[src/hw/rtl/rcpcf_pkg.sv]
`timescale 1ns / 1ps
`default_nettype none
// ----------------------------------------------------------------------------
// rcpcf_pkg: shared types and constants
// Field widths, stream packing, command codes and the trimmed-mean helper
// for the RC pulse capture filter.
// ----------------------------------------------------------------------------
package rcpcf_pkg;

  // Defaults for the top-level parameters
  localparam int NUM_CHANNELS_DEF = 4;
  localparam int TIMER_BITS_DEF   = 16;

  // Fixed field widths of the stream items
  localparam int FIELD_W     = 16;
  localparam int CHAN_W      = 2;
  localparam int OUT_FIELDS  = 4;
  localparam int IN_TDATA_W  = 24;
  localparam int IN_TUSER_W  = 1;
  localparam int OUT_TDATA_W = OUT_FIELDS * FIELD_W;

  // Input tdata bit positions: channel, pin_level, capture_time
  localparam int IN_CHAN_LSB  = 0;
  localparam int IN_LEVEL_BIT = CHAN_W;
  localparam int IN_STAMP_LSB = CHAN_W + 1;

  // Sample ring per channel
  localparam int RING_DEPTH = 4;
  localparam int RING_IDX_W = 2;
  localparam int SUM_W      = FIELD_W + RING_IDX_W;

  // Queue between front and back
  localparam int Q_DEPTH = 2;
  localparam int Q_PTR_W = 1;

  // Configuration port
  localparam int CFG_ADDR_W = 1;
  localparam logic [CFG_ADDR_W-1:0] REG_LOW_LIMIT  = 1'b0;
  localparam logic [CFG_ADDR_W-1:0] REG_HIGH_LIMIT = 1'b1;
  localparam logic [FIELD_W-1:0]    LOW_LIMIT_RST  = 16'd800;
  localparam logic [FIELD_W-1:0]    HIGH_LIMIT_RST = 16'd2800;

  // Input op codes carried in tuser
  localparam logic OP_CAPTURE = 1'b0;
  localparam logic OP_TICK    = 1'b1;

  // Classified command kinds
  typedef enum logic [1:0] {
    CMD_RISE,
    CMD_FALL,
    CMD_TICK
  } cmd_kind_t;

  typedef struct packed {
    cmd_kind_t           kind;
    logic [CHAN_W-1:0]   chan;
    logic [FIELD_W-1:0]  stamp;
  } cmd_t;

  typedef logic [RING_DEPTH-1:0][FIELD_W-1:0] ring_t;

  // Mean of the two middle samples: (sum - max - min) / 2, rounded down
  function automatic logic [FIELD_W-1:0] trimmed_mean(input ring_t ring);
    logic [SUM_W-1:0]   sum;
    logic [SUM_W-1:0]   rest;
    logic [FIELD_W-1:0] hi;
    logic [FIELD_W-1:0] lo;
    sum = '0;
    hi  = ring[0];
    lo  = ring[0];
    for (int k = 0; k < RING_DEPTH; k++) begin
      if (ring[k] > hi) hi = ring[k];
      if (ring[k] < lo) lo = ring[k];
      sum = sum + SUM_W'(ring[k]);
    end
    rest = sum - SUM_W'(hi) - SUM_W'(lo);
    return rest[FIELD_W:1];
  endfunction

endpackage
`default_nettype wire

[src/hw/rtl/rcpcf_front.sv]
`timescale 1ns / 1ps
`default_nettype none
// ----------------------------------------------------------------------------
// rcpcf_front: input classifier
// Accepts input transfers, sorts them into rise, fall and tick commands,
// drops captures for absent channels and pushes the rest into the queue.
// ----------------------------------------------------------------------------
module rcpcf_front
  import rcpcf_pkg::*;
#(
  parameter int NUM_CHANNELS = NUM_CHANNELS_DEF
) (
  input  wire logic                  in_tvalid,
  output logic                       in_tready,
  input  wire logic [IN_TDATA_W-1:0] in_tdata,
  input  wire logic [IN_TUSER_W-1:0] in_tuser,
  input  wire logic                  q_full,
  output logic                       q_push,
  output cmd_t                       q_cmd
);

  logic op;
  logic keep;

  // Accept whenever the queue has room
  assign in_tready = ~q_full;
  assign op        = in_tuser[0];

  // Classify the item
  always_comb begin
    q_cmd.chan  = in_tdata[IN_CHAN_LSB +: CHAN_W];
    q_cmd.stamp = in_tdata[IN_STAMP_LSB +: FIELD_W];
    if (op == OP_TICK) begin
      q_cmd.kind = CMD_TICK;
    end else if (in_tdata[IN_LEVEL_BIT]) begin
      q_cmd.kind = CMD_RISE;
    end else begin
      q_cmd.kind = CMD_FALL;
    end
    keep = (op == OP_TICK) || (int'(q_cmd.chan) < NUM_CHANNELS);
  end

  // Drop captures on absent channels
  assign q_push = in_tvalid & in_tready & keep;

endmodule
`default_nettype wire

[src/hw/rtl/rcpcf_queue.sv]
`timescale 1ns / 1ps
`default_nettype none
// ----------------------------------------------------------------------------
// rcpcf_queue: command queue
// Short FIFO of classified commands between the front and the back.
// ----------------------------------------------------------------------------
module rcpcf_queue
  import rcpcf_pkg::*;
(
  input  wire logic clk,
  input  wire logic rst_n,
  input  wire logic push,
  input  wire cmd_t push_cmd,
  output logic      full,
  output logic      pop_valid,
  input  wire logic pop,
  output cmd_t      pop_cmd
);

  cmd_t               mem_r [Q_DEPTH];
  logic [Q_PTR_W-1:0] wr_ptr_r, wr_ptr_nxt;
  logic [Q_PTR_W-1:0] rd_ptr_r, rd_ptr_nxt;
  logic [Q_PTR_W:0]   count_r, count_nxt;

  assign full      = (count_r == (Q_PTR_W + 1)'(Q_DEPTH));
  assign pop_valid = (count_r != '0);
  assign pop_cmd   = mem_r[rd_ptr_r];

  // Advance pointers and occupancy
  always_comb begin
    wr_ptr_nxt = push ? wr_ptr_r + 1'b1 : wr_ptr_r;
    rd_ptr_nxt = pop ? rd_ptr_r + 1'b1 : rd_ptr_r;
    count_nxt  = count_r;
    if (push && !pop) begin
      count_nxt = count_r + 1'b1;
    end else if (pop && !push) begin
      count_nxt = count_r - 1'b1;
    end
  end

  always_ff @(posedge clk) begin
    if (!rst_n) begin
      wr_ptr_r <= '0;
      rd_ptr_r <= '0;
      count_r  <= '0;
    end else begin
      wr_ptr_r <= wr_ptr_nxt;
      rd_ptr_r <= rd_ptr_nxt;
      count_r  <= count_nxt;
    end
  end

  // Store the pushed command
  always_ff @(posedge clk) begin
    if (push) begin
      mem_r[wr_ptr_r] <= push_cmd;
    end
  end

endmodule
`default_nettype wire

[src/hw/rtl/rcpcf_back.sv]
`timescale 1ns / 1ps
`default_nettype none
// ----------------------------------------------------------------------------
// rcpcf_back: capture and filter engine
// Holds the limit registers and per-channel state, executes rise, fall and
// tick commands and drives the registered result stream.
// ----------------------------------------------------------------------------
module rcpcf_back
  import rcpcf_pkg::*;
#(
  parameter int NUM_CHANNELS = NUM_CHANNELS_DEF,
  parameter int TIMER_BITS   = TIMER_BITS_DEF
) (
  input  wire logic                   clk,
  input  wire logic                   rst_n,
  input  wire logic                   cfg_we,
  input  wire logic [CFG_ADDR_W-1:0]  cfg_addr,
  input  wire logic [FIELD_W-1:0]     cfg_wdata,
  input  wire logic                   q_valid,
  input  wire cmd_t                   q_cmd,
  output logic                        q_pop,
  output logic                        out_tvalid,
  input  wire logic                   out_tready,
  output logic [OUT_TDATA_W-1:0]      out_tdata
);

  localparam int CMP_W = (TIMER_BITS > FIELD_W) ? TIMER_BITS : FIELD_W;

  logic [FIELD_W-1:0]    low_limit_r, high_limit_r;
  logic [TIMER_BITS-1:0] rise_r [NUM_CHANNELS];
  logic [TIMER_BITS-1:0] rise_nxt [NUM_CHANNELS];
  logic [TIMER_BITS-1:0] width_r [NUM_CHANNELS];
  logic [TIMER_BITS-1:0] width_nxt [NUM_CHANNELS];
  logic [FIELD_W-1:0]    last_r [NUM_CHANNELS];
  logic [FIELD_W-1:0]    last_nxt [NUM_CHANNELS];
  ring_t                 ring_r [NUM_CHANNELS];
  ring_t                 ring_nxt [NUM_CHANNELS];
  logic [RING_IDX_W-1:0] slot_r, slot_nxt;
  logic                  out_valid_r, out_valid_nxt;
  logic [OUT_TDATA_W-1:0] out_data_r, out_data_nxt;

  logic [CMP_W-1:0]      stamp_ext;
  logic [TIMER_BITS-1:0] stamp;
  logic [RING_IDX_W-1:0] slot_adv;
  logic [CMP_W-1:0]      width_ext;
  logic [CMP_W-1:0]      last_ext;
  logic                  in_range;
  logic [FIELD_W-1:0]    checked;
  logic [FIELD_W-1:0]    mean [NUM_CHANNELS];

  assign out_tvalid = out_valid_r;
  assign out_tdata  = out_data_r;

  // Take a command unless a tick would overwrite a stalled result
  assign q_pop = q_valid && ((q_cmd.kind != CMD_TICK) || !out_valid_r || out_tready);

  assign stamp_ext = CMP_W'(q_cmd.stamp);
  assign stamp     = stamp_ext[TIMER_BITS-1:0];
  assign slot_adv  = slot_r + 1'b1;

  // Execute the popped command
  always_comb begin
    rise_nxt      = rise_r;
    width_nxt     = width_r;
    last_nxt      = last_r;
    ring_nxt      = ring_r;
    slot_nxt      = slot_r;
    out_data_nxt  = out_data_r;
    out_valid_nxt = out_valid_r & ~out_tready;
    width_ext     = '0;
    last_ext      = '0;
    in_range      = 1'b0;
    checked       = '0;
    for (int c = 0; c < NUM_CHANNELS; c++) begin
      mean[c] = '0;
    end
    if (q_pop) begin
      case (q_cmd.kind)
        CMD_RISE: begin
          for (int c = 0; c < NUM_CHANNELS; c++) begin
            if (int'(q_cmd.chan) == c) rise_nxt[c] = stamp;
          end
        end
        CMD_FALL: begin
          for (int c = 0; c < NUM_CHANNELS; c++) begin
            if (int'(q_cmd.chan) == c) width_nxt[c] = stamp - rise_r[c];
          end
        end
        CMD_TICK: begin
          slot_nxt = slot_adv;
          for (int c = 0; c < NUM_CHANNELS; c++) begin
            width_ext = CMP_W'(width_r[c]);
            last_ext  = CMP_W'(last_r[c]);
            in_range  = (width_ext >= CMP_W'(low_limit_r)) &&
                        (width_ext <= CMP_W'(high_limit_r));
            checked   = in_range ? width_ext[FIELD_W-1:0] : last_r[c];
            width_nxt[c] = in_range ? width_r[c] : last_ext[TIMER_BITS-1:0];
            last_nxt[c]  = checked;
            for (int k = 0; k < RING_DEPTH; k++) begin
              if (RING_IDX_W'(k) == slot_adv) ring_nxt[c][k] = checked;
            end
            mean[c] = trimmed_mean(ring_nxt[c]);
          end
          for (int f = 0; f < OUT_FIELDS; f++) begin
            out_data_nxt[f*FIELD_W +: FIELD_W] = (f < NUM_CHANNELS) ? mean[f] : '0;
          end
          out_valid_nxt = 1'b1;
        end
        default: begin
          slot_nxt = slot_r;
        end
      endcase
    end
  end

  // Hold configuration and channel state
  always_ff @(posedge clk) begin
    if (!rst_n) begin
      low_limit_r  <= LOW_LIMIT_RST;
      high_limit_r <= HIGH_LIMIT_RST;
      slot_r       <= '0;
      out_valid_r  <= 1'b0;
      for (int c = 0; c < NUM_CHANNELS; c++) begin
        rise_r[c]  <= '0;
        width_r[c] <= '0;
        last_r[c]  <= '0;
        ring_r[c]  <= '0;
      end
    end else begin
      if (cfg_we && (cfg_addr == REG_LOW_LIMIT)) low_limit_r <= cfg_wdata;
      if (cfg_we && (cfg_addr == REG_HIGH_LIMIT)) high_limit_r <= cfg_wdata;
      slot_r      <= slot_nxt;
      out_valid_r <= out_valid_nxt;
      rise_r      <= rise_nxt;
      width_r     <= width_nxt;
      last_r      <= last_nxt;
      ring_r      <= ring_nxt;
    end
  end

  // Result payload
  always_ff @(posedge clk) begin
    out_data_r <= out_data_nxt;
  end

endmodule
`default_nettype wire

[src/hw/rtl/rc_pulse_capture_filter_unit.sv]
`timescale 1ns / 1ps
`default_nettype none
// ----------------------------------------------------------------------------
// rc_pulse_capture_filter_unit: four-channel RC pulse-width receiver
// Measures high-pulse widths per channel and emits a trimmed-mean filtered
// width for every channel on each refine tick.
// ----------------------------------------------------------------------------
// Usage:
//   Input stream: tuser is the op (0 capture event, 1 refine tick); tdata
//   carries channel, pin level and the captured timer value. A rising capture
//   stores the rise time, a falling capture sets the pulse width. Captures
//   for absent channels are accepted and dropped.
//   Result stream: one transfer per refine tick with the filtered widths of
//   channels 0..3; captures produce nothing.
//   Configuration: cfg_we writes cfg_wdata to low_limit (index 0) or
//   high_limit (index 1); write only while the unit is idle.
//   Result path: a tick is written into the queue, then executed and
//   registered in the back before it shows up on out_tvalid.
//   Throughput: one item per cycle unless a held result stalls a tick;
//   commands execute on pop; the two-entry queue decouples input from output.
//   Reset: limits return to 800 and 2800, all widths, rise times, rings and
//   the ring slot clear to zero, no result is pending.
//   Stall: a held result keeps the next tick at the head of the queue;
//   input transfers are still taken until the queue fills, then in_tready
//   drops.
// ----------------------------------------------------------------------------
module rc_pulse_capture_filter_unit
  import rcpcf_pkg::*;
#(
  parameter int NUM_CHANNELS = NUM_CHANNELS_DEF,
  parameter int TIMER_BITS   = TIMER_BITS_DEF
) (
  input  wire logic                   clk,
  input  wire logic                   rst_n,
  // configuration write port
  input  wire logic                   cfg_we,
  input  wire logic [CFG_ADDR_W-1:0]  cfg_addr,
  input  wire logic [FIELD_W-1:0]     cfg_wdata,
  // input stream
  input  wire logic                   in_tvalid,
  output logic                        in_tready,
  input  wire logic [IN_TDATA_W-1:0]  in_tdata,  // channel, pin_level, capture_time
  input  wire logic [IN_TUSER_W-1:0]  in_tuser,  // op
  // result stream
  output logic                        out_tvalid,
  input  wire logic                   out_tready,
  output logic [OUT_TDATA_W-1:0]      out_tdata  // yaw_out, throttle_out, pitch_out, roll_out
);

  logic q_full;
  logic q_push;
  cmd_t q_push_cmd;
  logic q_valid;
  logic q_pop;
  cmd_t q_cmd;

  rcpcf_front #(
    .NUM_CHANNELS(NUM_CHANNELS)
  ) u_front (
    .in_tvalid (in_tvalid),
    .in_tready (in_tready),
    .in_tdata  (in_tdata),
    .in_tuser  (in_tuser),
    .q_full    (q_full),
    .q_push    (q_push),
    .q_cmd     (q_push_cmd)
  );

  rcpcf_queue u_queue (
    .clk       (clk),
    .rst_n     (rst_n),
    .push      (q_push),
    .push_cmd  (q_push_cmd),
    .full      (q_full),
    .pop_valid (q_valid),
    .pop       (q_pop),
    .pop_cmd   (q_cmd)
  );

  rcpcf_back #(
    .NUM_CHANNELS(NUM_CHANNELS),
    .TIMER_BITS  (TIMER_BITS)
  ) u_back (
    .clk        (clk),
    .rst_n      (rst_n),
    .cfg_we     (cfg_we),
    .cfg_addr   (cfg_addr),
    .cfg_wdata  (cfg_wdata),
    .q_valid    (q_valid),
    .q_cmd      (q_cmd),
    .q_pop      (q_pop),
    .out_tvalid (out_tvalid),
    .out_tready (out_tready),
    .out_tdata  (out_tdata)
  );

endmodule
`default_nettype wire
[config.mk]
export PLATFORM = sky130hd
export DESIGN_NAME = rc_pulse_capture_filter_unit
export DESIGN_NICKNAME = d
export VERILOG_FILES = /design/src/hw/rtl/rcpcf_pkg.sv /design/src/hw/rtl/rcpcf_front.sv /design/src/hw/rtl/rcpcf_queue.sv /design/src/hw/rtl/rcpcf_back.sv /design/src/hw/rtl/rc_pulse_capture_filter_unit.sv
export SDC_FILE = /design/constraint.sdc
export NUM_CORES = 2
export LEC_CHECK = 0
export BUFFER_PORTS_ARGS = -buffer_cell sky130_fd_sc_hd__buf_4
export CORE_UTILIZATION = 45
export DETAILED_ROUTE_END_ITERATION = 6
export MAX_ROUTING_LAYER = met4
export PLACE_DENSITY = 0.64
export SLEW_MARGIN = 20
export SYNTH_ARGS = -nofsm -noshare
export SYNTH_HDL_FRONTEND = slang
export SYNTH_SLANG_ARGS = --single-unit
[constraint.sdc]
create_clock -name clk -period 41.3 [get_ports clk]
set_clock_uncertainty 0.2 [all_clocks]
set_input_delay 4.13 -clock clk [delete_from_list [all_inputs] [get_ports clk]]
set_output_delay 4.13 -clock clk [all_outputs]
set_load 0.05 [all_outputs]
==> flow_summary.ini <==
[timing]
slew_headroom = 0.276
setup_tns_ps = 0
finalMaxSlewViolations = 0
rsz0062_at_grt = false
hold_violations = 0
fin_crit_sh = 0.421
fin_crit_ps = 17370
fmax_ghz = 0.0576
setup_violations = 0
tightest_slew_ps = 1060

[yosys]
synth_compound_area_frac = 0.192
post-synth-top-area-cell = dfxtp_1
synth_nets = 7000
yosysSeqAreaShare = 0.255
synth_top_family_by_area = adder cells
synthCells = 6140
avgSynthCellArea_sq_um = 8.23
synth-edff-count = 104
yosysUniqueCellTypes = 97
synth_adder_area_share = 0.239
yosys_most_used_dff = dfxtp_1
synth-simple-area-share = 0.146
netlist.area_leader.share = 0.193
synth_xor_xnor_area_share = 0.0182
synth.cell_area_sq_um = 50500
synthArstFlopShare = 0
synth_area_leaders = dfxtp_1 (19%), ha_1 (14%), fa_1 (9.8%)
ys_warn_count = 0
ys_ff_latch = 592
muxShareOfSynthArea = 0.0739

[clocking]
clock-sinks = 592
cts-buffers-inserted = 76
tritoncts = built
htreeDepth = 3
clk_latency_ps = 660
postCtsSetupRepairBufs = 0
cts_buffer_depth = 3
cts_resized = 0
root_buffer = clkbuf_16
postCtsHoldBufs = 0
clkSlewWorstSetupHoldPaths_ps = 60

[worst_setup_path]
crit_buf_inv = 8
crit_slowest_cell = mux2i_1
cp.arrival_ps = 17550
worstSetupPathType = reg -> reg
start_kind = register
end_kind = register
crit_path_max_fanout = 18
path_common_cell = a21o_1
cp_data_required_time_ps = 41480
path_delay_family = compound AO/OA/AOI/OAI gates
rrSetupSlack_ps = 23930
max_stage_delay_ps = 800

[grt]
overflow = 0
grt_max_degree = 207
antenna_found_initial = 4
grt_pass1_wl_mm = 231
grt_util_all_layers = 0.265
grt_pass1_vias = 40557

[cells_and_area]
nets = 6978
area_growth_pct = 9.40
drive_gt1_frac = 0.0678
design_area_sq_um = 55300

[worst_hold_path]
hp-class = reg -> reg

[floorplanning]
start_util = 0.455
io_pins = 113
dieArea_sq_um = 114000
die_w_microns = 337
row_count = 122
core_region_area_sq_um = 111000
die_y_microns = 337

[route]
dr.max_layer_used = met4
drtPass1Iterations = 6
vias_per_cell = 5.63
drt-met1-wl_mm = 70.6
dr_wl_met3_mm = 9.55
wl_met2_mm = 64.1
num_vias = 43157
wire_per_inst_microns = 19.2
antenna_left = 0
drtIter0Drc = 3949
wl_mm = 147
drc = 0

[place]
hpwl_mm = 108
placed_area_sq_um = 52700
port_buffers = 107
gp_congestion = 0.930

[outcome]
status = complete, no violations

[flow_run]
max_cap_violations = 0
[layout make-up]
type	count	area (sq um)
antenna	2	5.00
clock buffer	112	2220
clock inverter	26	317
fill	10719	55700
inverter	703	2650
multi-input combinational	4565	33900
sequential	592	12900
tap	1488	1860
timing repair buffer	180	1360
[layer usage]
layer	GRT usage	vias up
li1	-	21119
met1	0.382	20690
met2	0.394	1185
met3	0.0306	163
met4	0.0611	0
met5	-	-
[cells by family (layout without fill, tap and decap cells)]
logic type	Yosys count	after routing
AO/OA/AOI/OAI	1572	1572
XOR/XNOR	105	105
adder cells (fa/ha/maj)	819	819
buffers and inverters	983	1021
flip-flops	592	592
multiplexers	363	363
other	0	2
AND/OR/NAND/NOR	1706	1706
[layout by cell type, fill, tap and decap left out, types with 49 or more instances in the layout]
cell / count
a21oi_1: 745
inv_1: 699
nand2_1: 657
nor2_1: 642
ha_1: 562
dfxtp_1: 488
mux2i_1: 296
fa_1: 247
o21ai_0: 221
buf_4: 179
a211oi_1: 150
a21o_1: 148
edfxtp_1: 104
xnor2_1: 81
clkbuf_16: 80
nand4_1: 79
nor2b_1: 62
nand3_1: 49
[path summary, 6_finish.rpt]
check | endpoint | cells past startpoint | startpoint
worst max-delay path | u_back.out_tdata[14]$_DFFE_PP_ | 68 | u_back.high_limit_r[1]$_SDFFE_PN0P_
worst min-delay path | u_back.ring_r[193]$_SDFFE_PN0P_ | 2 | u_back.ring_r[193]$_SDFFE_PN0P_
worst max register to register | u_back.out_tdata[14]$_DFFE_PP_ | 68 | u_back.high_limit_r[1]$_SDFFE_PN0P_
worst min register to register | u_back.ring_r[193]$_SDFFE_PN0P_ | 2 | u_back.ring_r[193]$_SDFFE_PN0P_
[registers in the layout, indices dropped and copies added (netlist names), named ones only]
| name | flops |
|---|---|
| u_back.high_limit_r | 16 |
| u_back.out_tdata | 64 |
| u_back.low_limit_r | 16 |
| u_queue.mem_r | 40 |
| u_back.last_r | 64 |
| u_queue.rd_ptr_r | 1 |
| u_back.slot_r | 2 |
| u_queue.count_r | 2 |
| u_back.out_tvalid | 1 |
| u_back.width_r | 64 |
| u_queue.wr_ptr_r | 1 |
| u_back.rise_r | 64 |
| u_back.ring_r | 256 |
[cells in the mapped netlist (all sizes together), types with 22 or more instances]
library cell	number
nand4	79
a21o	148
fa	247
xnor2	81
edfxtp	104
nand3	49
nor3	48
a31oi	22
o21ai	233
o21a	36
clkbuf	242
o311ai	26
xor2	24
inv	703
nor2b	62
mux2i	298
nand2	659
a211oi	150
nand2b	47
o211ai	25
a21boi	40
a21oi	752
dfxtp	488
nor2	649
ha	566
nor3b	31
buf	38
mux2	65
[worst min-delay path: cells and delay by family, from the launching register on]
family           cells  cell delay, ps
flip-flops           1             310
AND/OR/NAND/NOR      1              50
AO/OA/AOI/OAI        1              50
[through the flow]
stage	util	instances	hold WS (ps)	setup WS [ps]
after global placement	0.475	7528	241	24300
after CTS	0.498	7666	251	24160
after floorplan	-	6140	232	26510
after global routing	0.498	7668	266	22860
after detailed placement	0.475	7528	243	24280
final	0.498	7668	251	23930
Power is not shown: default switching activity piles up to over one toggle a cycle in this logic, so the estimate is an artifact.
